--- config.mk ---
export PLATFORM = sky130hd
export DESIGN_NAME = onewire_bus_master
export DESIGN_NICKNAME = d
export VERILOG_FILES = /design/src/design/owbm_pkg.sv /design/src/design/onewire_bus_master.sv /design/src/design/owbm_regs.sv /design/src/design/owbm_core.sv
export VERILOG_INCLUDE_DIRS = /design/src /design/src/design
export SDC_FILE = /design/constraint.sdc
export NUM_CORES = 1
export LEC_CHECK = 0
export BUFFER_PORTS_ARGS = -buffer_cell sky130_fd_sc_hd__buf_2
export CAP_MARGIN = 20
export CORE_ASPECT_RATIO = 1.1
export CORE_MARGIN = 4
export CORE_UTILIZATION = 50
export DETAILED_ROUTE_END_ITERATION = 16
export PLACE_DENSITY = 0.77
export SLEW_MARGIN = 15
export SYNTH_ARGS = -nofsm -noshare
export SYNTH_HDL_FRONTEND = slang
export SYNTH_SLANG_ARGS = --single-unit
--- constraint.sdc ---
create_clock -name clk -period 4.26 [get_ports clk]
set_input_delay 0.639 -clock clk [delete_from_list [all_inputs] [get_ports clk]]
set_output_delay 0.639 -clock clk [all_outputs]
set_load 0.01 [all_outputs]
--- src/design/assert_macros.svh ---
// Assertion shorthands used by the RTL.
// Each macro takes a label, a clock, a reset (active low), a condition and a consequence.
`ifndef ASSERT_MACROS_SVH
`define ASSERT_MACROS_SVH

// Consequence holds in the same cycle as the condition
`define OWBM_ASSERT_SAME(label, clk, rst_n, ante, cons) \
	label: assert property (@(posedge clk) disable iff (!rst_n) (ante) |-> (cons)) \
		else $error("owbm assertion failed");

// Consequence holds in the cycle after the condition
`define OWBM_ASSERT_NEXT(label, clk, rst_n, ante, cons) \
	label: assert property (@(posedge clk) disable iff (!rst_n) (ante) |=> (cons)) \
		else $error("owbm assertion failed");

`endif

--- src/design/owbm_pkg.sv ---
`timescale 1ns / 1ps
// ----------------------------------------------------------------------------
// owbm_pkg
// Types, codes and constants of the single-wire bus master.
// ----------------------------------------------------------------------------
package owbm_pkg;

	localparam int unsigned TICK_W = 10;
	localparam int unsigned BYTE_W = 8;
	localparam int unsigned BIT_IDX_W = 3;
	localparam int unsigned CFG_IDX_W = 3;

	localparam logic [TICK_W-1:0] WRITE_ONE_RECOVERY = 10'd64;
	localparam logic [TICK_W-1:0] WRITE_ZERO_RECOVERY = 10'd9;

	// Request codes carried on req_type
	typedef enum logic [2:0] {
		REQ_TICK   = 3'd0,
		REQ_RESET  = 3'd1,
		REQ_WRITE  = 3'd2,
		REQ_RDBYTE = 3'd3,
		REQ_RDBIT  = 3'd4
	} req_t;

	// Configuration register indexes
	typedef enum logic [CFG_IDX_W-1:0] {
		CFG_RESET_LOW     = 3'd0,
		CFG_PRESENCE_WAIT = 3'd1,
		CFG_RESET_TAIL    = 3'd2,
		CFG_READ_LOW      = 3'd3,
		CFG_READ_SAMPLE   = 3'd4,
		CFG_READ_TAIL     = 3'd5,
		CFG_WRITE_ONE_LOW = 3'd6,
		CFG_WRITE_ZERO_LOW = 3'd7
	} cfg_idx_t;

	localparam logic [TICK_W-1:0] RESET_LOW_DEFAULT      = 10'd500;
	localparam logic [TICK_W-1:0] PRESENCE_WAIT_DEFAULT  = 10'd50;
	localparam logic [TICK_W-1:0] RESET_TAIL_DEFAULT     = 10'd480;
	localparam logic [TICK_W-1:0] READ_LOW_DEFAULT       = 10'd7;
	localparam logic [TICK_W-1:0] READ_SAMPLE_DEFAULT    = 10'd9;
	localparam logic [TICK_W-1:0] READ_TAIL_DEFAULT      = 10'd55;
	localparam logic [TICK_W-1:0] WRITE_ONE_LOW_DEFAULT  = 10'd7;
	localparam logic [TICK_W-1:0] WRITE_ZERO_LOW_DEFAULT = 10'd60;

	// Bus phases
	typedef enum logic [3:0] {
		PH_IDLE     = 4'd0,
		PH_RST_LOW  = 4'd1,
		PH_RST_WAIT = 4'd2,
		PH_RST_TAIL = 4'd3,
		PH_RD_LOW   = 4'd4,
		PH_RD_WAIT  = 4'd5,
		PH_RD_TAIL  = 4'd6,
		PH_WR_LOW   = 4'd7,
		PH_WR_REC   = 4'd8
	} phase_t;

	// Operation in progress
	typedef enum logic [1:0] {
		OP_RESET  = 2'd0,
		OP_WRITE  = 2'd1,
		OP_RDBYTE = 2'd2,
		OP_RDBIT  = 2'd3
	} op_t;

	// Timing registers as seen by the sequencer
	typedef struct packed {
		logic [TICK_W-1:0] reset_low;
		logic [TICK_W-1:0] presence_wait;
		logic [TICK_W-1:0] reset_tail;
		logic [TICK_W-1:0] read_low;
		logic [TICK_W-1:0] read_sample;
		logic [TICK_W-1:0] read_tail;
		logic [TICK_W-1:0] write_one_low;
		logic [TICK_W-1:0] write_zero_low;
	} timing_t;

	// One input request
	typedef struct packed {
		logic [2:0]        req_type;
		logic [BYTE_W-1:0] write_data;
		logic              line_sample;
	} item_t;

	// One result
	typedef struct packed {
		logic              drive_low;
		logic              busy_res;
		logic              done_res;
		logic [BYTE_W-1:0] read_data;
		logic              presence;
		logic              bus_fault;
		logic              rejected;
	} result_t;

endpackage

--- src/design/onewire_bus_master.sv ---
`timescale 1ns / 1ps
// ----------------------------------------------------------------------------
// onewire_bus_master
// Single-wire bus master stepped by requests: reset with presence detect,
// byte write, byte read and bit read, timed by tick requests.
// A taken request passes the input register, then the sequencer into the result
// register, which raises out_valid.
// Throughput: one request per cycle while the result channel does not stall;
// the sequencer updates all state in the cycle the request leaves the input
// register.
// Reset: arst_n clears the sequencer to idle and loads default timings.
// ----------------------------------------------------------------------------
`include "assert_macros.svh"

module onewire_bus_master #(
	parameter logic [owbm_pkg::TICK_W-1:0] WRITE_ONE_RECOVERY  = owbm_pkg::WRITE_ONE_RECOVERY,
	parameter logic [owbm_pkg::TICK_W-1:0] WRITE_ZERO_RECOVERY = owbm_pkg::WRITE_ZERO_RECOVERY
) (
	input  logic                               clk,
	input  logic                               arst_n,
	// request channel
	input  logic                               in_valid,
	output logic                               in_stall,
	input  logic [2:0]                         req_type,
	input  logic [owbm_pkg::BYTE_W-1:0]        write_data,
	input  logic                               line_sample,
	// result channel
	output logic                               out_valid,
	input  logic                               out_stall,
	output logic                               drive_low,
	output logic                               busy_res,
	output logic                               done_res,
	output logic [owbm_pkg::BYTE_W-1:0]        read_data,
	output logic                               presence,
	output logic                               bus_fault,
	output logic                               rejected,
	// configuration write channel
	input  logic                               cfg_valid,
	output logic                               cfg_ready,
	input  logic [owbm_pkg::CFG_IDX_W-1:0]     cfg_index,
	input  logic [owbm_pkg::TICK_W-1:0]        cfg_data
);

	logic               valid_s1;
	owbm_pkg::item_t    item_s1;
	logic               out_valid_q;
	owbm_pkg::result_t  res_q;
	owbm_pkg::result_t  res_next;
	owbm_pkg::timing_t  timing;
	logic               out_free;
	logic               step;
	logic               in_fire;

	// Handshake: the input stage moves on when the result register is free
	assign out_free = !out_valid_q || !out_stall;
	assign step     = valid_s1 && out_free;
	assign in_stall = valid_s1 && !out_free;
	assign in_fire  = in_valid && !in_stall;
	assign cfg_ready = 1'b1;

	// Hold the request in the input register
	always_ff @(posedge clk or negedge arst_n) begin
		if (!arst_n) begin
			valid_s1 <= 1'b0;
		end else if (!in_stall) begin
			valid_s1 <= in_valid;
		end
	end

	always_ff @(posedge clk) begin
		if (in_fire) begin
			item_s1.req_type    <= req_type;
			item_s1.write_data  <= write_data;
			item_s1.line_sample <= line_sample;
		end
	end

	owbm_regs u_regs (
		.clk      (clk),
		.arst_n   (arst_n),
		.wr_en    (cfg_valid && cfg_ready),
		.wr_index (cfg_index),
		.wr_data  (cfg_data),
		.timing   (timing)
	);

	owbm_core #(
		.WRITE_ONE_RECOVERY  (WRITE_ONE_RECOVERY),
		.WRITE_ZERO_RECOVERY (WRITE_ZERO_RECOVERY)
	) u_core (
		.clk    (clk),
		.arst_n (arst_n),
		.step   (step),
		.item   (item_s1),
		.timing (timing),
		.result (res_next)
	);

	// Result register: load on a step, drop valid once taken
	always_ff @(posedge clk or negedge arst_n) begin
		if (!arst_n) begin
			out_valid_q <= 1'b0;
		end else if (out_free) begin
			out_valid_q <= step;
		end
	end

	always_ff @(posedge clk) begin
		if (step) begin
			res_q <= res_next;
		end
	end

	assign out_valid = out_valid_q;
	assign drive_low = res_q.drive_low;
	assign busy_res  = res_q.busy_res;
	assign done_res  = res_q.done_res;
	assign read_data = res_q.read_data;
	assign presence  = res_q.presence;
	assign bus_fault = res_q.bus_fault;
	assign rejected  = res_q.rejected;

	// A rejected request only happens while an operation runs
	`OWBM_ASSERT_SAME(a_reject_busy, clk, arst_n, out_valid_q && res_q.rejected, res_q.busy_res && !res_q.done_res)
	// Completion leaves the bus released and idle
	`OWBM_ASSERT_SAME(a_done_idle, clk, arst_n, out_valid_q && res_q.done_res, !res_q.busy_res && !res_q.drive_low)
	// A stalled input always has a request waiting in the input register
	`OWBM_ASSERT_SAME(a_stall_held, clk, arst_n, in_stall, valid_s1 && out_valid_q)
	// Every step lands in the result register
	`OWBM_ASSERT_NEXT(a_step_lands, clk, arst_n, step, out_valid_q)

endmodule

--- src/design/owbm_regs.sv ---
`timescale 1ns / 1ps
// ----------------------------------------------------------------------------
// owbm_regs
// Timing register file, written through the configuration port.
// ----------------------------------------------------------------------------
module owbm_regs (
	input  logic                                 clk,
	input  logic                                 arst_n,
	input  logic                                 wr_en,
	input  logic [owbm_pkg::CFG_IDX_W-1:0]       wr_index,
	input  logic [owbm_pkg::TICK_W-1:0]          wr_data,
	output owbm_pkg::timing_t                    timing
);

	owbm_pkg::timing_t timing_q;

	// Load defaults on reset, update the addressed register on a write
	always_ff @(posedge clk or negedge arst_n) begin
		if (!arst_n) begin
			timing_q.reset_low      <= owbm_pkg::RESET_LOW_DEFAULT;
			timing_q.presence_wait  <= owbm_pkg::PRESENCE_WAIT_DEFAULT;
			timing_q.reset_tail     <= owbm_pkg::RESET_TAIL_DEFAULT;
			timing_q.read_low       <= owbm_pkg::READ_LOW_DEFAULT;
			timing_q.read_sample    <= owbm_pkg::READ_SAMPLE_DEFAULT;
			timing_q.read_tail      <= owbm_pkg::READ_TAIL_DEFAULT;
			timing_q.write_one_low  <= owbm_pkg::WRITE_ONE_LOW_DEFAULT;
			timing_q.write_zero_low <= owbm_pkg::WRITE_ZERO_LOW_DEFAULT;
		end else if (wr_en) begin
			unique case (owbm_pkg::cfg_idx_t'(wr_index))
				owbm_pkg::CFG_RESET_LOW:      timing_q.reset_low      <= wr_data;
				owbm_pkg::CFG_PRESENCE_WAIT:  timing_q.presence_wait  <= wr_data;
				owbm_pkg::CFG_RESET_TAIL:     timing_q.reset_tail     <= wr_data;
				owbm_pkg::CFG_READ_LOW:       timing_q.read_low       <= wr_data;
				owbm_pkg::CFG_READ_SAMPLE:    timing_q.read_sample    <= wr_data;
				owbm_pkg::CFG_READ_TAIL:      timing_q.read_tail      <= wr_data;
				owbm_pkg::CFG_WRITE_ONE_LOW:  timing_q.write_one_low  <= wr_data;
				owbm_pkg::CFG_WRITE_ZERO_LOW: timing_q.write_zero_low <= wr_data;
				default: ;
			endcase
		end
	end

	assign timing = timing_q;

endmodule

--- src/design/owbm_core.sv ---
`timescale 1ns / 1ps
// ----------------------------------------------------------------------------
// owbm_core
// Bus phase sequencer: applies one request per cycle, when step is set, to
// the bus state and forms its result.
// ----------------------------------------------------------------------------
module owbm_core #(
	parameter logic [owbm_pkg::TICK_W-1:0] WRITE_ONE_RECOVERY  = owbm_pkg::WRITE_ONE_RECOVERY,
	parameter logic [owbm_pkg::TICK_W-1:0] WRITE_ZERO_RECOVERY = owbm_pkg::WRITE_ZERO_RECOVERY
) (
	input  logic              clk,
	input  logic              arst_n,
	input  logic              step,
	input  owbm_pkg::item_t   item,
	input  owbm_pkg::timing_t timing,
	output owbm_pkg::result_t result
);

	owbm_pkg::phase_t                    phase_q, phase_n;
	owbm_pkg::op_t                       op_q, op_n;
	logic [owbm_pkg::TICK_W-1:0]         tick_q, tick_n;
	logic [owbm_pkg::BIT_IDX_W-1:0]      bit_q, bit_n;
	logic [owbm_pkg::BYTE_W-1:0]         shift_q, shift_n;
	logic                                presence_q, presence_n;
	logic                                drive_q, drive_n;

	logic                                cur_bit;
	logic [owbm_pkg::TICK_W-1:0]         raw_len;
	logic [owbm_pkg::TICK_W-1:0]         phase_len;
	logic [owbm_pkg::TICK_W:0]           tick_inc;
	logic                                done;
	logic                                fault;
	logic                                rej;
	logic                                is_read;

	// State register
	always_ff @(posedge clk or negedge arst_n) begin
		if (!arst_n) begin
			phase_q    <= owbm_pkg::PH_IDLE;
			op_q       <= owbm_pkg::OP_RESET;
			tick_q     <= '0;
			bit_q      <= '0;
			shift_q    <= '0;
			presence_q <= 1'b0;
			drive_q    <= 1'b0;
		end else begin
			phase_q    <= phase_n;
			op_q       <= op_n;
			tick_q     <= tick_n;
			bit_q      <= bit_n;
			shift_q    <= shift_n;
			presence_q <= presence_n;
			drive_q    <= drive_n;
		end
	end

	// Length of the current phase; a zero length counts as one tick
	assign cur_bit = shift_q[bit_q];

	always_comb begin
		unique case (phase_q)
			owbm_pkg::PH_RST_LOW:  raw_len = timing.reset_low;
			owbm_pkg::PH_RST_WAIT: raw_len = timing.presence_wait;
			owbm_pkg::PH_RST_TAIL: raw_len = timing.reset_tail;
			owbm_pkg::PH_RD_LOW:   raw_len = timing.read_low;
			owbm_pkg::PH_RD_WAIT:  raw_len = timing.read_sample;
			owbm_pkg::PH_RD_TAIL:  raw_len = timing.read_tail;
			owbm_pkg::PH_WR_LOW:
				raw_len = cur_bit ? timing.write_one_low : timing.write_zero_low;
			owbm_pkg::PH_WR_REC:
				raw_len = cur_bit ? WRITE_ONE_RECOVERY : WRITE_ZERO_RECOVERY;
			default:               raw_len = {{(owbm_pkg::TICK_W-1){1'b0}}, 1'b1};
		endcase
	end

	assign phase_len = (raw_len == '0) ? {{(owbm_pkg::TICK_W-1){1'b0}}, 1'b1} : raw_len;
	assign tick_inc  = {1'b0, tick_q} + {{owbm_pkg::TICK_W{1'b0}}, 1'b1};

	// Next state for one request
	always_comb begin
		phase_n    = phase_q;
		op_n       = op_q;
		tick_n     = tick_q;
		bit_n      = bit_q;
		shift_n    = shift_q;
		presence_n = presence_q;
		drive_n    = drive_q;
		done       = 1'b0;
		fault      = 1'b0;
		rej        = 1'b0;

		if (step) begin
			case (owbm_pkg::req_t'(item.req_type)) inside
				owbm_pkg::REQ_RESET, owbm_pkg::REQ_WRITE,
				owbm_pkg::REQ_RDBYTE, owbm_pkg::REQ_RDBIT: begin
					if (phase_q != owbm_pkg::PH_IDLE) begin
						rej = 1'b1;
					end else begin
						bit_n   = '0;
						tick_n  = '0;
						drive_n = 1'b1;
						case (owbm_pkg::req_t'(item.req_type))
							owbm_pkg::REQ_RESET: begin
								op_n       = owbm_pkg::OP_RESET;
								presence_n = 1'b0;
								phase_n    = owbm_pkg::PH_RST_LOW;
							end
							owbm_pkg::REQ_WRITE: begin
								op_n    = owbm_pkg::OP_WRITE;
								shift_n = item.write_data;
								phase_n = owbm_pkg::PH_WR_LOW;
							end
							owbm_pkg::REQ_RDBYTE: begin
								op_n    = owbm_pkg::OP_RDBYTE;
								shift_n = '0;
								phase_n = owbm_pkg::PH_RD_LOW;
							end
							default: begin
								op_n    = owbm_pkg::OP_RDBIT;
								shift_n = '0;
								phase_n = owbm_pkg::PH_RD_LOW;
							end
						endcase
					end
				end
				owbm_pkg::REQ_TICK: begin
					if (phase_q != owbm_pkg::PH_IDLE) begin
						if (tick_inc < {1'b0, phase_len}) begin
							tick_n = tick_inc[owbm_pkg::TICK_W-1:0];
						end else begin
							// Phase over: clear the counter, release the bus unless the next bit starts
							tick_n  = '0;
							drive_n = 1'b0;
							unique case (phase_q)
								owbm_pkg::PH_RST_LOW: phase_n = owbm_pkg::PH_RST_WAIT;
								owbm_pkg::PH_RST_WAIT: begin
									presence_n = ~item.line_sample;
									phase_n    = owbm_pkg::PH_RST_TAIL;
								end
								owbm_pkg::PH_RST_TAIL: begin
									fault   = ~item.line_sample;
									done    = 1'b1;
									phase_n = owbm_pkg::PH_IDLE;
								end
								owbm_pkg::PH_RD_LOW: phase_n = owbm_pkg::PH_RD_WAIT;
								owbm_pkg::PH_RD_WAIT: begin
									if (item.line_sample) begin
										shift_n[bit_q] = 1'b1;
									end
									phase_n = owbm_pkg::PH_RD_TAIL;
								end
								owbm_pkg::PH_RD_TAIL: begin
									if (op_q == owbm_pkg::OP_RDBYTE && bit_q != '1) begin
										bit_n   = bit_q + 1'b1;
										drive_n = 1'b1;
										phase_n = owbm_pkg::PH_RD_LOW;
									end else begin
										done    = 1'b1;
										phase_n = owbm_pkg::PH_IDLE;
									end
								end
								owbm_pkg::PH_WR_LOW: phase_n = owbm_pkg::PH_WR_REC;
								owbm_pkg::PH_WR_REC: begin
									if (bit_q != '1) begin
										bit_n   = bit_q + 1'b1;
										drive_n = 1'b1;
										phase_n = owbm_pkg::PH_WR_LOW;
									end else begin
										done    = 1'b1;
										phase_n = owbm_pkg::PH_IDLE;
									end
								end
								default: phase_n = owbm_pkg::PH_IDLE;
							endcase
						end
					end
				end
				default: ;
			endcase
		end
	end

	// Result fields from the updated state
	assign is_read = (op_q == owbm_pkg::OP_RDBYTE) || (op_q == owbm_pkg::OP_RDBIT);

	always_comb begin
		result.drive_low = drive_n;
		result.busy_res  = (phase_n != owbm_pkg::PH_IDLE);
		result.done_res  = done;
		result.read_data = (done && is_read) ? shift_n : '0;
		result.presence  = done && (op_q == owbm_pkg::OP_RESET) && presence_n;
		result.bus_fault = done && (op_q == owbm_pkg::OP_RESET) && fault;
		result.rejected  = rej;
	end

endmodule

# Yosys cells after proc, flatten, opt, wreduce, memory -nomap -nowiden
# Cells that the tools add are included.
# Widths: inputs -> output; s select.
# totals
register_bits	137
input_bits	30
output_inout_bits	17
wordCells	170
# classes
n_addsub	2
magnitude_cmp	3
n_eq_ne	26
mux	73
bitwise	3
n_reduce_logical	36
# ops
op	count
$pmux 10 s8	1
$mux 10	7
$mux 8	8
$mux 1	32
$pmux 4 s7	1
$mux 3	9
$mux 4	6
$eq 4x3->1 const B	4
$pmux 8 s2	1
$reduce_and 2->1	8
$eq 3x3->1 const B	5
$eq 3x2->1 const B	4
$pmux 3 s2	2
$add 10x1->11 const B	1
$lt 11x10->1	1
$logic_not 10->1	1
$logic_and 1x1->1	9
$eq 4x2->1 const B	2
$or 8x8->8	1
$reduce_and 8->1	1
$reduce_bool 4->1	2
$mux 7	1
$eq 3x1->1 const B	2
$logic_not 3->1	2
other kinds (23)	32

# Logic depth before layout (Yosys ltp)
# logic_depth
depth_word	14
ltp_mapped	17
mapped_depth_nobuf	14

# Cells and area by module
# From an unflattened synthesis, not the netlist that was laid out.
# unflattened
hier_cells	605
hier_area_um2	7248.2
# modules_own_cells
mod	n_inst	cells_per_inst	area_each_um2	seq_area_each_um2
owbm_regs	1	175	3200.6	2039.5
owbm_core	1	394	3163.0	725.7
onewire_bus_master	1	36	884.6	830.8

# Least setup slack after synthesis
# Ideal clock, no wire load.
# synth_path
path_kind	flip-flop to flip-flop
start	register u_core.bit_q[2] (netlist name)
end	register res_q, in the netlist busy_res (data pin)
setup_ns	0.272
arrival_ns	4.326
required_time_ns	3.988
slack_ns	-0.338
stages_incl_launch_ff	17
path_buffers	2
synth_period_minus_slack_ns	4.598
path_cell_list	dfrtp_1 -> clkbuf_1 -> mux4_2 -> mux2i_2 -> clkbuf_1 -> mux2_2 -> a21oi_1 -> ha_1 -> nand2_1 -> nand3_1 -> nor4b_1 -> or4b_1 -> nor4_2 -> o21ai_2 -> a21o_1 -> a21o_1 -> or4_1
# synth_rtl
item	line_no	source
start: declaration	owbm_core.sv:22	logic [owbm_pkg::BIT_IDX_W-1:0] bit_q, bit_n;
start signal: assignment	owbm_core.sv:50	bit_q <= bit_n;
end signal: assignment	onewire_bus_master.sv:110	res_q <= res_next;
end: declaration	onewire_bus_master.sv:47	owbm_pkg::result_t res_q;

==> results by group <==
Floorplanning
  – Core area: 13400 um2
  – Die Span Y: 131 um
  – Starting density of the core: 51.8%
  – Site Rows: 44
  – Die Area: 15800 um2
  – DIE WIDTH: roughly 120 um
  – IO Pins: 47

Detailed routing
  – Vias per inst: ~6.1
  – Avg WL per Cell: between 15 and 20 um
  – Initial DRC Count: just over 400
  – Post-route DRC: 0
  – Routed WL: 16.2 mm
  – Pre-antenna DRT Iters: 5
  – DR vias: 5049
  – Detail Route Antenna Nets: 0

STA
  – Tmin final: 4240 ps
  – Final Hold Viols: 0
  – Worst-Margin Slew: 1110 ps
  – Fmax: about 240 MHz
  – Setup TNS: 0 ps
  – Setup violations, final: 0
  – RSZ-0062 raised after global routing: true
  – Final period utilization: 99.6%
  – Normalized max-slew margin: 25.7%
  – Skew final: ~11 ps
  – Final slew viol count: 0

Run status
  – Outcome: finished, final reports clean

Job
  – Max Cap Viol: 0

Power and ir drop
  – Psw: between 1000 and 1500 uW
  – Internal: a little over 3000 uW
  – Clk pwr share: 33.7%
  – Sw frac: 30.6%
  – Peak VDD IR: 0.357 mV
  – Sequential share of power: 39.9%
  – Comb pwr share: 26.5%
  – Leakage power: 0.00332 uW
  – Power density cells: 544 nW/um2

CTS
  – Hold_buf cts: 0
  – Total CTS buffers: 17
  – Clock sinks: 137
  – CTS Root Buffer Type: clkbuf_16
  – H-tree depth: 4
  – Clk buf depth: 2
  – Clk Latency, worst-skew pair: 430 ps
  – Clk pin slew, worst setup/hold paths: around 60 ps
  – CTS tree: built

Placement
  – Placed cells: between 700 and 800
  – Final GP Congestion: 0.985
  – HPWL after detailed placement: 11.5 mm
  – Port Buffers: 45

GRT
  – Initial antenna violation count: 0
  – Grt total ovfl: 0
  – Vias in the first global route: 5124
  – First-pass GRT wire length: approximately 26 mm
  – Pin count of the biggest net entering global routing: 57
  – GRT Util Overall: 21.1%

Yosys
  – Syn Area/Cell: 12.2 um2
  – Cell variety after synth: 67
  – Most frequent cell after synthesis: mux2_2
  – Mapped Cells: 567
  – Most area-consuming cells after synthesis: dfrtp_1 (29%), mux2_2 (16%), dfstp_2 (11%), edfxtp_1 (11%), ha_1 (2.2%)
  – Synth Net Count: just over 600
  – Most frequent cells after synthesis: mux2_2 (100), dfrtp_1 (81), dfstp_2 (30)
  – Post-synthesis register bit count: roughly 140
  – Post-synth top area share: just under 30%
  – Cell taking the most area after synthesis: dfrtp_1
  – Post-synth EDFFs: 26
  – Synthesis Warnings: 0
  – Post-synth ARST share: 81.0%
  – Most used DFF post-synth: dfrtp_1
  – Netlist Area Pre-Place: 6920 um2
  – Sequential share of the synthesized area: 51.9%

Setup path
  – Worst Reg-to-Reg Cells: 14
  – Worst Setup Start Kind: register
  – Crit path DAT: roughly 4400 ps
  – Worst-path maximum fanout: 7
  – Worst Setup Path Type: reg -> reg
  – Req. time, crit path: 4420 ps
  – CP Capture Type: register

Layout
  – Final cell count without fillers: 828
  – Layout area overhead: 17.3%
  – Layout cells sized above 1: between 40 and 50%
  – Antenna diodes: 0
  – Fin nets: 673

Hold path
  – HP Class: in -> async
[cells by family (layout without fill, tap and decap cells)]
kind of cell | Yosys count | after routing | synth area share, %
AND/OR/NAND/NOR | 144 | 144 | 11.9
flip-flops | 137 | 137 | 51.9
AO/OA/AOI/OAI | 117 | 117 | 12.0
multiplexers | 109 | 109 | 18.0
buffers and inverters | 36 | 113 | 2.60
adder cells (fa/ha/maj) | 12 | 12 | 2.17
XOR/XNOR | 11 | 11 | 1.39
other | 1 | 1 | 0.0542
[metrics by stage]
stage               setup WS, ps  instance area (um2)  power, uW  util [%]  hold WS [ps]
finish                      18.6                 8130       4420      60.7           252
global route                -137                 8130       4620      60.7           300
CTS                        0.838                 8060       4370      60.2           271
detailed placement         -12.4                 7450       2880      55.7           468
global placement             127                 7450       2830      55.7           475
floorplan                   48.3                 6950       2520         -           343
[state kept, by name, summed over array words and instances (netlist names), 2 cells and up]
| name | flops |
|---|---|
| item_s1 | 12 |
| u_core.phase_q | 4 |
| u_regs.timing | 80 |
| u_core.op_q | 2 |
| u_core.bit_q | 3 |
| u_core.shift_q | 8 |
| read_data | 8 |
| u_core.tick_q | 10 |
[layout make-up]
cell class | instances | area (um2)
clock buffers | 20 | 468
clock inverters | 12 | 135
fillers | 1040 | 5250
inverters | 7 | 26.3
multi-input cells | 394 | 3220
flip-flops and latches | 137 | 3600
well taps | 184 | 230
repair buffers | 74 | 449
[power groups by stage]
| stage | Clock (uW) | Combinational [uW] | Sequential [uW] |
|---|---|---|---|
| after global placement | 0 | 1070 | 1760 |
| after global routing | 1560 | 1270 | 1780 |
| after detailed placement | 0 | 1100 | 1770 |
| final | 1490 | 1170 | 1760 |
| after CTS | 1500 | 1110 | 1750 |
| after floorplan | 0 | 814 | 1710 |
[what timing repair did]
item / CTS / global route
pin swaps: 0 / 0
setup buffers: 0 / 1
gates resized for setup: 1 / 11
gates cloned: 0 / 0
setup endpoints to repair: 1 / 28
[critical path, cell delays in order, from the launching register on]
cell,delay [ps]
dfrtp_2,390
mux4_2,530
mux2i_4,240
mux2_4,330
a21oi_2,130
ha_1,260
nand2_1,100
nand3_2,90
nor4b_2,230
or4b_4,500
nor4_4,190
o21ai_4,120
a21o_1,190
a21o_1,160
or4_1,510
[per-layer routing]
| metal | global-route usage (%) | share of wire, % |
|---|---|---|
| met4 | 6.30 | 1.4 |
| met2 | 36.3 | 52 |
| met5 | 0 | 0 |
| met3 | 5.59 | 5.9 |
| met1 | 26.1 | 41 |
[worst paths after layout]
check                                startpoint                 to  slack [ps]
worst max-delay path            u_core.bit_q[0]           busy_res          20
worst min-delay path                     arst_n  u_regs.timing[39]         250
worst max register to register  u_core.bit_q[0]           busy_res          20
worst min register to register       item_s1[4]  u_core.shift_q[3]         490
max in group asynchronous                arst_n    u_core.bit_q[0]        3120
min in group clk                  write_data[7]         item_s1[8]         390
[cell usage in the layout (no fill, tap or decap), types with 13 or more instances in the layout]
master,n
mux2_2,99
dfrtp_1,80
buf_2,44
dfstp_2,30
buf_4,29
nand2_1,28
nor2_1,26
edfxtp_1,26
a21oi_1,20
clkbuf_16,18
o21ai_0,17
a22oi_1,15
nand3_1,13
Note: power is estimated with default switching activity, not from simulation.
